## src/hdl/csb_pkg.sv

```systemverilog
// shared constants, register codes and config types for the color-keyed sprite blitter
package csb_pkg;

  localparam int MAX_DIM    = 2048;
  localparam int PIXEL_BITS = 16;
  localparam int DIM_BITS   = $clog2(MAX_DIM) + 1;      // holds 0..MAX_DIM and raw 12-bit fields
  localparam int CNT_BITS   = $clog2(MAX_DIM);          // counters stay below MAX_DIM
  localparam int POS_BITS   = DIM_BITS + 2;             // signed screen position
  localparam int ADDR_BITS  = 2 * CNT_BITS;
  localparam int CFG_DATA_BITS = 16;
  localparam int CFG_IDX_BITS  = 3;

  localparam logic [DIM_BITS-1:0]   SCREEN_W_RESET = DIM_BITS'(1024);
  localparam logic [DIM_BITS-1:0]   SCREEN_H_RESET = DIM_BITS'(768);
  localparam logic [DIM_BITS-1:0]   SPRITE_W_RESET = DIM_BITS'(64);
  localparam logic [DIM_BITS-1:0]   SPRITE_H_RESET = DIM_BITS'(64);
  localparam logic [PIXEL_BITS-1:0] KEY_RESET      = PIXEL_BITS'(16'hF81F);

  typedef enum logic [CFG_IDX_BITS-1:0] {
    REG_SCREEN_WIDTH  = 3'd0,
    REG_SCREEN_HEIGHT = 3'd1,
    REG_SPRITE_WIDTH  = 3'd2,
    REG_SPRITE_HEIGHT = 3'd3,
    REG_ORIGIN_X      = 3'd4,
    REG_ORIGIN_Y      = 3'd5,
    REG_KEY_COLOR     = 3'd6,
    REG_KEY_ENABLE    = 3'd7
  } cfg_reg_t;

  // effective configuration, with the screen and sprite sizes clamped
  typedef struct packed {
    logic [DIM_BITS-1:0]        screen_w;
    logic [DIM_BITS-1:0]        screen_h;
    logic [DIM_BITS-1:0]        sprite_w;
    logic [DIM_BITS-1:0]        sprite_h;
    logic signed [DIM_BITS-1:0] origin_x;
    logic signed [DIM_BITS-1:0] origin_y;
    logic [PIXEL_BITS-1:0]      key_color;
    logic                       key_enable;
  } cfg_t;

  function automatic logic [DIM_BITS-1:0] clamp_screen(input logic [DIM_BITS-1:0] v);
    if (v > DIM_BITS'(MAX_DIM)) return DIM_BITS'(MAX_DIM);
    return v;
  endfunction

  function automatic logic [DIM_BITS-1:0] clamp_sprite(input logic [DIM_BITS-1:0] v);
    if (v == '0) return DIM_BITS'(1);
    if (v > DIM_BITS'(MAX_DIM)) return DIM_BITS'(MAX_DIM);
    return v;
  endfunction

endpackage

```

## src/hdl/csb_pixel_if.sv

```systemverilog
// sprite pixel input channel
interface csb_pixel_if
  import csb_pkg::*;
();
  logic                  valid;
  logic                  ready;
  logic [PIXEL_BITS-1:0] pixel_value;

  modport source (output valid, output pixel_value, input ready);
  modport sink   (input valid, input pixel_value, output ready);
endinterface

```

## src/hdl/csb_write_if.sv

```systemverilog
// frame buffer write output channel
interface csb_write_if
  import csb_pkg::*;
();
  logic                  valid;
  logic                  ready;
  logic [ADDR_BITS-1:0]  fb_address;
  logic [PIXEL_BITS-1:0] fb_data;

  modport source (output valid, output fb_address, output fb_data, input ready);
  modport sink   (input valid, input fb_address, input fb_data, output ready);
endinterface

```

## src/hdl/csb_cfg.sv

```systemverilog
// configuration registers with clamping of the geometry values
module csb_cfg
  import csb_pkg::*;
(
  input  logic                     clk,
  input  logic                     rst,
  input  logic                     cfg_wr_en,
  input  logic [CFG_IDX_BITS-1:0]  cfg_index,
  input  logic [CFG_DATA_BITS-1:0] cfg_data,
  output cfg_t                     cfg
);

  logic [DIM_BITS-1:0]   screen_w;
  logic [DIM_BITS-1:0]   screen_h;
  logic [DIM_BITS-1:0]   sprite_w;
  logic [DIM_BITS-1:0]   sprite_h;
  logic [DIM_BITS-1:0]   origin_x;
  logic [DIM_BITS-1:0]   origin_y;
  logic [PIXEL_BITS-1:0] key_color;
  logic                  key_enable;

  always_ff @(posedge clk) begin
    if (rst) begin
      screen_w   <= SCREEN_W_RESET;
      screen_h   <= SCREEN_H_RESET;
      sprite_w   <= SPRITE_W_RESET;
      sprite_h   <= SPRITE_H_RESET;
      origin_x   <= '0;
      origin_y   <= '0;
      key_color  <= KEY_RESET;
      key_enable <= 1'b1;
    end else if (cfg_wr_en) begin
      case (cfg_reg_t'(cfg_index))
        REG_SCREEN_WIDTH:  screen_w   <= cfg_data[DIM_BITS-1:0];
        REG_SCREEN_HEIGHT: screen_h   <= cfg_data[DIM_BITS-1:0];
        REG_SPRITE_WIDTH:  sprite_w   <= cfg_data[DIM_BITS-1:0];
        REG_SPRITE_HEIGHT: sprite_h   <= cfg_data[DIM_BITS-1:0];
        REG_ORIGIN_X:      origin_x   <= cfg_data[DIM_BITS-1:0];
        REG_ORIGIN_Y:      origin_y   <= cfg_data[DIM_BITS-1:0];
        REG_KEY_COLOR:     key_color  <= cfg_data[PIXEL_BITS-1:0];
        REG_KEY_ENABLE:    key_enable <= cfg_data[0];
        default: ;
      endcase
    end
  end

  always_comb begin
    cfg.screen_w   = clamp_screen(screen_w);
    cfg.screen_h   = clamp_screen(screen_h);
    cfg.sprite_w   = clamp_sprite(sprite_w);
    cfg.sprite_h   = clamp_sprite(sprite_h);
    cfg.origin_x   = $signed(origin_x);
    cfg.origin_y   = $signed(origin_y);
    cfg.key_color  = key_color;
    cfg.key_enable = key_enable;
  end

endmodule

```

## src/hdl/color_keyed_sprite_blitter_top.sv

```systemverilog
// top level of the color-keyed sprite blitter
//
// Sprite pixels arrive on the pixel channel in stored order: rows bottom-up,
// pixels in a row left to right. Each accepted pixel advances a column and
// row counter that wrap after sprite width times height pixels; stored row r
// lands on screen row origin_y + height - 1 - r. A pixel that is on screen
// and, with keying on, not the key color produces one transfer on fb_write
// carrying the frame buffer index (column + row * screen width) and the pixel.
// Others produce nothing.
// A pixel is registered in the first stage (position and clip); the row times
// pitch multiply of the second stage feeds the output register on fb_write.
// Throughput: one pixel per cycle, sustained while fb_write is ready.
// A stall on fb_write holds the output register; the first stage keeps taking
// pixels until it holds one that writes, then pixel.ready drops until the
// output moves.
// Registers are written on cfg_wr_en at cfg_index. The user must write them
// only while no pixel is in flight; the block does not enforce it.
// Reset (synchronous) restores the register defaults, zeroes both counters
// and empties the pipeline.
module color_keyed_sprite_blitter_top
  import csb_pkg::*;
(
  input  logic                     clk,
  input  logic                     rst,
  csb_pixel_if.sink                pixel,
  csb_write_if.source              fb_write,
  input  logic                     cfg_wr_en,
  input  logic [CFG_IDX_BITS-1:0]  cfg_index,
  input  logic [CFG_DATA_BITS-1:0] cfg_data
);

  cfg_t cfg;

  csb_cfg u_cfg (
    .clk       (clk),
    .rst       (rst),
    .cfg_wr_en (cfg_wr_en),
    .cfg_index (cfg_index),
    .cfg_data  (cfg_data),
    .cfg       (cfg)
  );

  logic [CNT_BITS-1:0] column_count, column_count_next;
  logic [CNT_BITS-1:0] row_count, row_count_next;

  logic                  s1_valid;
  logic [CNT_BITS-1:0]   s1_x;
  logic [CNT_BITS-1:0]   s1_y;
  logic [PIXEL_BITS-1:0] s1_pixel;

  logic                  out_valid;
  logic [ADDR_BITS-1:0]  out_address;
  logic [PIXEL_BITS-1:0] out_data;

  logic advance;
  logic take;

  logic signed [POS_BITS-1:0] pos_x;
  logic signed [POS_BITS-1:0] pos_y;
  logic                       visible;
  logic                       keyed;

  logic [DIM_BITS:0]            col_inc;
  logic [DIM_BITS:0]            row_inc;
  logic [CNT_BITS+DIM_BITS-1:0] row_offset;
  logic [CNT_BITS+DIM_BITS-1:0] addr_full;

  assign advance     = !out_valid || fb_write.ready;
  assign take        = pixel.valid && pixel.ready;
  assign pixel.ready = !s1_valid || advance;

  // screen position of the current pixel
  always_comb begin
    pos_x = POS_BITS'(cfg.origin_x) + $signed({{(POS_BITS-CNT_BITS){1'b0}}, column_count});
    pos_y = POS_BITS'(cfg.origin_y) + $signed({{(POS_BITS-DIM_BITS){1'b0}}, cfg.sprite_h})
          - POS_BITS'(1) - $signed({{(POS_BITS-CNT_BITS){1'b0}}, row_count});
    visible = !pos_x[POS_BITS-1] && !pos_y[POS_BITS-1]
           && (pos_x[POS_BITS-2:0] < {1'b0, cfg.screen_w})
           && (pos_y[POS_BITS-2:0] < {1'b0, cfg.screen_h});
    keyed = cfg.key_enable && (pixel.pixel_value == cfg.key_color);
  end

  // counter wrap
  always_comb begin
    col_inc = {{(DIM_BITS+1-CNT_BITS){1'b0}}, column_count} + (DIM_BITS+1)'(1);
    row_inc = {{(DIM_BITS+1-CNT_BITS){1'b0}}, row_count} + (DIM_BITS+1)'(1);
    column_count_next = column_count;
    row_count_next    = row_count;
    if (col_inc >= {1'b0, cfg.sprite_w}) begin
      column_count_next = '0;
      if (row_inc >= {1'b0, cfg.sprite_h}) begin
        row_count_next = '0;
      end else begin
        row_count_next = row_inc[CNT_BITS-1:0];
      end
    end else begin
      column_count_next = col_inc[CNT_BITS-1:0];
      if ({{(DIM_BITS-CNT_BITS){1'b0}}, row_count} >= cfg.sprite_h) begin
        row_count_next = '0;
      end
    end
  end

  always_ff @(posedge clk) begin
    if (rst) begin
      column_count <= '0;
      row_count    <= '0;
      s1_valid     <= 1'b0;
    end else if (take) begin
      column_count <= column_count_next;
      row_count    <= row_count_next;
      s1_valid     <= visible && !keyed;
    end else if (advance) begin
      s1_valid     <= 1'b0;
    end
  end

  always_ff @(posedge clk) begin
    if (take) begin
      s1_x     <= pos_x[CNT_BITS-1:0];
      s1_y     <= pos_y[CNT_BITS-1:0];
      s1_pixel <= pixel.pixel_value;
    end
  end

  // row times pitch plus column
  always_comb begin
    row_offset = {{DIM_BITS{1'b0}}, s1_y} * {{CNT_BITS{1'b0}}, cfg.screen_w};
    addr_full  = row_offset + {{DIM_BITS{1'b0}}, s1_x};
  end

  always_ff @(posedge clk) begin
    if (rst) begin
      out_valid <= 1'b0;
    end else if (advance) begin
      out_valid <= s1_valid;
    end
  end

  always_ff @(posedge clk) begin
    if (advance && s1_valid) begin
      out_address <= addr_full[ADDR_BITS-1:0];
      out_data    <= s1_pixel;
    end
  end

  assign fb_write.valid      = out_valid;
  assign fb_write.fb_address = out_address;
  assign fb_write.fb_data    = out_data;

endmodule

```

## src/flat_wrapper.sv

```systemverilog
// flat-port wrapper written by rule: the top's interface ports become plain ports
module color_keyed_sprite_blitter_top_flat import csb_pkg::*;
  (clk, rst, cfg_wr_en, cfg_index, cfg_data, pixel_valid, pixel_pixel_value, pixel_ready, fb_write_valid, fb_write_fb_address, fb_write_fb_data, fb_write_ready);
  csb_pixel_if pixel_i ();
  csb_write_if fb_write_i ();
  input  logic clk;
  input  logic rst;
  input  logic cfg_wr_en;
  input  logic [CFG_IDX_BITS-1:0] cfg_index;
  input  logic [CFG_DATA_BITS-1:0] cfg_data;
  input wire logic [$bits(pixel_i.valid)-1:0] pixel_valid;
  input wire logic [$bits(pixel_i.pixel_value)-1:0] pixel_pixel_value;
  output wire logic [$bits(pixel_i.ready)-1:0] pixel_ready;
  output wire logic [$bits(fb_write_i.valid)-1:0] fb_write_valid;
  output wire logic [$bits(fb_write_i.fb_address)-1:0] fb_write_fb_address;
  output wire logic [$bits(fb_write_i.fb_data)-1:0] fb_write_fb_data;
  input wire logic [$bits(fb_write_i.ready)-1:0] fb_write_ready;
  assign pixel_i.valid = pixel_valid;
  assign pixel_i.pixel_value = pixel_pixel_value;
  assign pixel_ready = pixel_i.ready;
  assign fb_write_valid = fb_write_i.valid;
  assign fb_write_fb_address = fb_write_i.fb_address;
  assign fb_write_fb_data = fb_write_i.fb_data;
  assign fb_write_i.ready = fb_write_ready;
  color_keyed_sprite_blitter_top u_core (.clk(clk), .rst(rst), .pixel(pixel_i), .fb_write(fb_write_i), .cfg_wr_en(cfg_wr_en), .cfg_index(cfg_index), .cfg_data(cfg_data));
endmodule
```

## config.mk

```make
export PLATFORM = sky130hd
export DESIGN_NAME = color_keyed_sprite_blitter_top_flat
export DESIGN_NICKNAME = d
export VERILOG_FILES = /design/src/hdl/csb_pkg.sv /design/src/hdl/csb_pixel_if.sv /design/src/hdl/csb_write_if.sv /design/src/hdl/csb_cfg.sv /design/src/hdl/color_keyed_sprite_blitter_top.sv /design/src/flat_wrapper.sv
export SDC_FILE = /design/constraint.sdc
export NUM_CORES = 1
export LEC_CHECK = 0
export CAP_MARGIN = 20
export CORE_ASPECT_RATIO = 2
export CORE_MARGIN = 2
export CORE_UTILIZATION = 42
export DETAILED_ROUTE_END_ITERATION = 6
export DONT_BUFFER_PORTS = 1
export SLEW_MARGIN = 40
export SYNTH_ARGS = -nofsm -noshare
export SYNTH_HDL_FRONTEND = slang
export SYNTH_SLANG_ARGS = --single-unit
```

## constraint.sdc

```tcl
create_clock -name clk -period 14.65 [get_ports clk]
set_input_delay 3.6625 -clock clk [delete_from_list [all_inputs] [get_ports clk]]
set_output_delay 3.6625 -clock clk [all_outputs]
set_load 0.005 [all_outputs]
```

==> results of run 1 <==
## synthesized netlist by cell type (all sizes together) (23+ instances only)
cell type,count,share of area (%)
nand2,331,8.8
inv,187,4.9
ha,141,12
a21oi,114,4.0
dfxtp,113,16
fa,113,16
edfxtp,76,16
nor2,68,1.8
clkbuf,57,1.5
and2,49,2.2
xnor2,47,2.9
o21ai,36,1.3
nor2b,29,1.3
nor3,23,0.81
## power groups by stage
stage	Clock (mW)	Sequential, mW	Combinational [mW]
global route	0.507	0.606	0.274
finish	0.474	0.603	0.234
detailed placement	0	0.616	0.237
CTS	0.490	0.603	0.239
global placement	0	0.615	0.232
floorplan	0	0.599	0.198
## cell usage in the layout (no fill, tap or decap), types with 10 or more instances in the layout
cell type / synthesis / layout
a21oi_1: 113 / 113
xnor2_1: 47 / 47
nand3b_1: 22 / 22
nand3_1: 19 / 19
and2_1: 49 / 49
nor2b_1: 28 / 18
nor3_1: 23 / 22
inv_1: 187 / 186
a211oi_1: 10 / 10
a21o_1: 16 / 16
nand2_1: 331 / 331
nor2_1: 68 / 65
xor2_1: 19 / 19
edfxtp_1: 76 / 76
fa_1: 113 / 113
o21ai_0: 35 / 35
dfxtp_1: 113 / 112
clkbuf_16: 0 / 18
ha_1: 141 / 141
## layer usage
layer | GRT usage (%) | wire length, um | part of all wire (%) | vias to the layer above
met3 | 2.92 | 931 | 2.8 | 83
met5 | 0 | 0 | 0 | -
met1 | 18.7 | 11500 | 35 | 5059
met4 | 10.2 | 1710 | 5.1 | 0
li1 | - | - | - | 5115
met2 | 38.9 | 19000 | 57 | 170
## path summary, 6_finish.rpt
kind / startpoint / end / slack, ns / cells after the start
setup / recovery: fb_write_ready / pixel_ready / 6.91 / 2
hold / removal: u_core.s1_pixel[0]$_DFFE_PP_ / u_core.fb_write.fb_data[0]$_DFFE_PP_ / 0.42 / 0
setup reg to reg: u_core.u_cfg.screen_w[11]$_SDFFE_PP0P_ / u_core.fb_write.fb_address[21]$_DFFE_PP_ / 8.68 / 18
hold reg to reg: u_core.s1_pixel[0]$_DFFE_PP_ / u_core.fb_write.fb_data[0]$_DFFE_PP_ / 0.42 / 0
## cell type report
type                            instances  area (um^2)  share of cell area, %
Sequential cell                       189         4550                   29.9
Timing Repair Buffer                    6         45.0                  0.296
Inverter                              188          708                   4.66
Clock buffer                           19          464                   3.05
Tap cell                              436          546                   3.59
Multi-Input combinational cell       1139         8750                   57.6
Clock inverter                         13          141                  0.930
## registers in the layout, indices dropped and copies added (netlist names), 12 cells and up
| signal | count |
|---|---|
| u_core.fb_write.fb_address | 22 |
| u_core.u_cfg.screen_w | 12 |
| u_core.u_cfg.origin_y | 12 |
| u_core.u_cfg.screen_h | 12 |
| u_core.s1_pixel | 16 |
| u_core.u_cfg.sprite_h | 12 |
| u_core.u_cfg.origin_x | 12 |
| u_core.u_cfg.sprite_w | 12 |
| u_core.u_cfg.key_color | 16 |
| u_core.fb_write.fb_data | 16 |
## worst register-to-register path, cell delays in order (launching register included)
cell and delay (ns):
dfxtp_2 0.48, nor2b_2 0.56, nand2_1 0.17, fa_1 0.55, inv_1 0.05, fa_1 0.47
fa_1 0.53, fa_1 0.55, inv_1 0.06, fa_1 0.53, inv_1 0.04, ha_1 0.34
nand3_1 0.11, a21oi_1 0.14, o41a_1 0.25, o21ai_2 0.10, a21oi_1 0.32, mux2i_1 0.14
nor4b_1 0.37
## kinds of logic (layout without fill, tap and decap cells)
group	Yosys count	count (layout)
AND/OR/NAND/NOR	582	582
adder cells (fa/ha/maj)	254	254
flip-flops	189	189
AO/OA/AOI/OAI	235	235
buffers and inverters	246	226
multiplexers	2	2
XOR/XNOR	66	66
## metrics by stage
| step | util [%] | setup WS (ns) |
|---|---|---|
| detailed placement | 43.7 | 6.90 |
| global route | 45.5 | 6.87 |
| CTS | 45.5 | 6.90 |
| finish | 45.5 | 6.91 |
| floorplan | - | 7.06 |
| global placement | 43.6 | 6.90 |
==> impl_results.md, run 1 <==
* Row cnt at 95
* Hold Vio Cnt, Final at 0
* Ys flop type: dfxtp_1
* Worst Setup Start Kind: input port
* Initial antenna violation count at 0
* Critical path type: in -> out
* Clock power share at 36.1%
* Port Buf Inserts at 0
* DP Area at 14600 um^2
* Max Slew Vio Count at 0
* Clk sinks at 189
* Net count after synthesis at 1868
* CTS tree: yes
* RePlAce Congestion at 0.847
* Status: finished clean
* HP Class: reg -> reg
* Seq cells post-synth at 189
* Final net count at 1835
* Clock skew at 0.0100 ns
* Number of synthesized flops with an enable pin at 76
* Switching portion of total power at 29.8%
* CTS Buf Count at 17
* Synth Area in Adders at 28.4%
* DR iter-0 viols at 413
* Max_cap viols at 0
* I/O Pins at 80
* Layout cells sized above 1 at 3.86%
* Final min period at 7.74 ns
* Overall die height at 264 um
* Post-DR vias/cell at 5.24
* Cell count after synthesis at 1574
* Post-Layout Inst Area at 15200 um^2
* Reg clk slew, reported paths at 0.08 ns
* Cell Pwr Density at 86.3 nW/um^2
* First-pass GRT wire length at 54000 um
* Routed Antenna Nets at 0
* VDD IR-drop max at 0.0831 mV
* Largest stage delay on the critical path at 0.25 ns
* Slew margin rel. at 40.3%
* Internal Power at 0.920 mW
* Post-Layout Cell Count at 1990
* Worst-Skew Late Latency at 0.45 ns
* Maximum clock rate at 0.129 GHz
* Period Utilization, post-route at 52.8%
* P&R area growth vs syn at 7.20%
* Post-synth cell types at 58
* WHS at 0.418 ns
* Cell Area, Synth at 14200 um^2
* Arr. time, crit path at 4.08 ns
* Flop pwr share at 46.0%
* Mapped Avg Cell Area at 9.01 um^2
* Multiplexer share of the synthesized area at 0.150%
* Post-Route Setup TNS at 0 ns
* Combinational share of power at 17.9%
* Area share of and/or/nand/nor cells after synthesis at 18.7%
* Ant diodes at 0
* Fraction of registers with async set/reset at 0%
* Hold-fix buffers, CTS at 0
* Largest net degree at the start of global routing at 106
* Detailed Place HPWL at 26600 um
* Buf+Inv Stages, Crit Path at 0
* CTS root buffer: clkbuf_16
* Final Setup Violations at 0
* Synth Area in Compound Gates at 10.1%
* Htree depth at 4
* Vias at 10.4k
* Routed len/inst at 16.6 um
* Synth warn at 0
* Clock buffer depth at 2
* Synth Area in XOR/XNOR at 4.08%
* Largest family of logic cells by synthesized area: adder cells
* Die width at 134 um
* GRT Resource Usage Total at 19.6%
* Slowest-stage cell, CP: nor2b_1
* Core ar. at 33400 um^2
* CP Data Required Time at 10.99 ns
* Placed cell count at 1958
* CP cell instances: nor2b_1 > nand2_1
* Number of remaining DRC errors at 0
* Tot Pwr at 1.31 mW
* Slew @ Worst Pin at 0.887 ns
* Sequential area share after synthesis at 32.0%
* NetSw at 0.391 mW
* Fillers at 3244
* Initial Util at 42.5%
* Leak Pwr at 6.67 nW
* Global route total overflow at 0
* CP endpoint kind: primary output
* Top delay family on crit path: simple AND/OR/NAND/NOR gates
* Cts repair resizes at 0
* Pre-Repair DR Iteration Count at 4
* CP max FO at 3
* Post-CTS setup buffer count at 0
* Number of global-route vias before repair at 10.8k
* WL final at 33100 um
* RSZ-0062 raised after global routing: no
* Die area at 35300 um^2
Note: power is estimated with default switching activity, not from simulation.
==> inputs of run 2 (changes only) <==
==> constraint.sdc (replaced) <==
create_clock -name clk -period 6.4 [get_ports clk]
set_input_delay 1.6 -clock clk [delete_from_list [all_inputs] [get_ports clk]]
set_output_delay 1.6 -clock clk [all_outputs]
set_load 0.005 [all_outputs]
==> impl_results.md, run 2 (synthesis gave the netlist of run 1 again) <==
* Status: finished clean (unchanged)
* Critical Path Most Common Cell: fa_1
* Final net count at 1845 (was 1835)
* Initial Util at 42.5% (unchanged)
* CP max FO at 14 (was 3)
* Slowest-stage cell, CP: fa_1 (was nor2b_1)
* Detailed Place HPWL at 27600 um (was 26600 um)
* Die area at 35300 um^2 (unchanged)
* Port Buf Inserts at 0 (unchanged)
* Period Utilization, post-route at 91.1%
* GRT Resource Usage Total at 20.2% (was 19.6%)
* Worst-Skew Late Latency at 0.46 ns (was 0.45 ns)
* Number of flip-flops under the largest register name at 22 (unchanged)
* CP endpoint kind: flop (was primary output)
* Largest stage delay on the critical path at 0.55 ns (was 0.25 ns)
* Hold Vio Cnt, Final at 0 (unchanged)
* Die width at 134 um (unchanged)
* Clock buffer depth at 2 (unchanged)
* Hold-fix buffers, CTS at 0 (unchanged)
* Arr. time, crit path at 6.07 ns (was 4.08 ns)
* Routed Antenna Nets at 0 (unchanged)
* Cts repair resizes at 0 (unchanged)
* Max Slew Vio Count at 0 (unchanged)
* CP Data Required Time at 6.65 ns (was 10.99 ns)
* Number of global-route vias before repair at 11.0k (was 10.8k)
* Overall die height at 264 um (unchanged)
* Global route total overflow at 0 (unchanged)
* CTS Buf Count at 17 (unchanged)
* CTS tree: yes (unchanged)
* CTS root buffer: clkbuf_16 (unchanged)
* CP cell instances: nor2b_1 > buf_4 > nand2_1 > fa_1 > inv_1 > fa_1 > fa_1 > fa_1 > inv_1 > fa_1 > inv_1 > ha_1 > nand3_1 > a21oi_1 > o41a_1 > o21ai_2 > a21oi_1 > mux2i_1 > nor4b_1 (was nor2b_1 > nand2_1)
* Final Setup Violations at 0 (unchanged)
* Htree depth at 4 (unchanged)
* Initial antenna violation count at 0 (unchanged)
* Pre-Repair DR Iteration Count at 5 (was 4)
* Commonest non-fill, non-tap cell in the layout: nand2_1 (unchanged)
* Placed cell count at 1968 (was 1958)
* Leak Pwr at 6.69 nW (was 6.67 nW)
* First-pass GRT wire length at 55400 um (was 54000 um)
* Commonest non-fill, non-tap cells in the layout: 331 x nand2_1, 186 x inv_1, 141 x ha_1 (unchanged)
* Number of remaining DRC errors at 0 (unchanged)
* HP Class: reg -> reg (unchanged)
* RSZ-0062 raised after global routing: no (unchanged)
* WL final at 34300 um (was 33100 um)
* Layout cells sized above 1 at 3.77% (was 3.86%)
* Ant diodes at 0 (unchanged)
* Largest net degree at the start of global routing at 106 (unchanged)
* Fillers at 3190 (was 3244)
* Reg clk slew, reported paths at 0.07 ns (was 0.08 ns)
* VDD IR-drop max at 0.185 mV (was 0.0831 mV)
* Post-Route Setup TNS at 0 ns (unchanged)
* P&R area growth vs syn at 7.17% (was 7.20%)
* Clock skew at 0.0146 ns (was 0.0100 ns)
* I/O Pins at 80 (unchanged)
* Final min period at 5.83 ns
* RePlAce Congestion at 0.863 (was 0.847)
* Vias at 10.4k (about the same)
* Slew margin rel. at 48.9% (was 40.3%)
* Post-CTS setup buffer count at 0 (unchanged)
* Worst Setup Start Kind: flop (was input port)
* DR iter-0 viols at 396 (was 413)
* Max_cap viols at 0 (unchanged)
* Maximum clock rate at 0.172 GHz
* Post-Layout Cell Count at 2000 (was 1990)
* Routed len/inst at 17.1 um (was 16.6 um)
* Clk sinks at 189 (unchanged)
* Core ar. at 33400 um^2 (unchanged)
* Slew @ Worst Pin at 0.760 ns (was 0.887 ns)
* Critical path type: reg -> reg (was in -> out)
* Cell Pwr Density at 194 nW/um^2 (was 86.3 nW/um^2)
* Row cnt at 95 (unchanged)
* Post-DR vias/cell at 5.18 (was 5.24)
==> run 2: through the flow <==
step                worst slack (ns)  utilization, %  area (um^2)  total power [mW]  hold slack [ns]
floorplan                       1.00               -        14200              1.82            0.400
global placement               0.758            43.8        14600              1.95            0.401
detailed placement             0.605            43.8        14600              1.96            0.405
CTS                            0.575            45.5        15200              2.99            0.416
global route                   0.281            45.5        15200              3.12            0.432
finish                         0.572            45.5        15200              2.95            0.410
==> run 2: final cells by class <==
type / instances / area [um^2] / share of cell area [%]
clock buffer: 18 / 429 / 2.82
clock inverter: 14 / 121 / 0.799
inverter: 188 / 708 / 4.66
multi-input combinational: 1139 / 8730 / 57.4
sequential: 189 / 4540 / 29.9
tap: 436 / 546 / 3.59
timing repair buffer: 16 / 120 / 0.790
==> run 2: per-layer routing <==
metal	up-vias	share of wire (%)	GRT usage, %
met5	-	0	0
met2	186	59	41.1
met4	0	3.6	8.74
met3	63	2.5	2.94
li1	5125	-	-
met1	4976	35	19.3
==> run 2: report_power, final <==
part / switching (mW) / internal, mW / leakage (nW)
Sequential: 0.0598 / 1.33 / 1.63
Combinational: 0.315 / 0.227 / 4.79
Clock: 0.512 / 0.511 / 0.268
Total: 0.886 / 2.06 / 6.69
==> run 2: worst max-delay path: cells and delay by family (launching register included) <==
| family | cells | cell delay [ns] |
|---|---|---|
| buf+inv | 4 | 0.38 |
| mux | 1 | 0.12 |
| compound gates | 4 | 0.72 |
| fa+ha+maj | 6 | 2.94 |
| flops | 1 | 0.44 |
| simple gates | 4 | 1.01 |
==> run 2: path summary, 6_finish.rpt <==
| check | start | endpoint | slack (ns) | cells after the start |
|---|---|---|---|---|
| worst max-delay path | u_core.u_cfg.screen_w[11]$_SDFFE_PP0P_ | u_core.fb_write.fb_address[21]$_DFFE_PP_ | 0.57 | 19 |
| worst min-delay path | u_core.s1_pixel[8]$_DFFE_PP_ | u_core.fb_write.fb_data[8]$_DFFE_PP_ | 0.41 | 0 |
| worst max register to register | u_core.u_cfg.screen_w[11]$_SDFFE_PP0P_ | u_core.fb_write.fb_address[21]$_DFFE_PP_ | 0.57 | 19 |
| worst min register to register | u_core.s1_pixel[8]$_DFFE_PP_ | u_core.fb_write.fb_data[8]$_DFFE_PP_ | 0.41 | 0 |
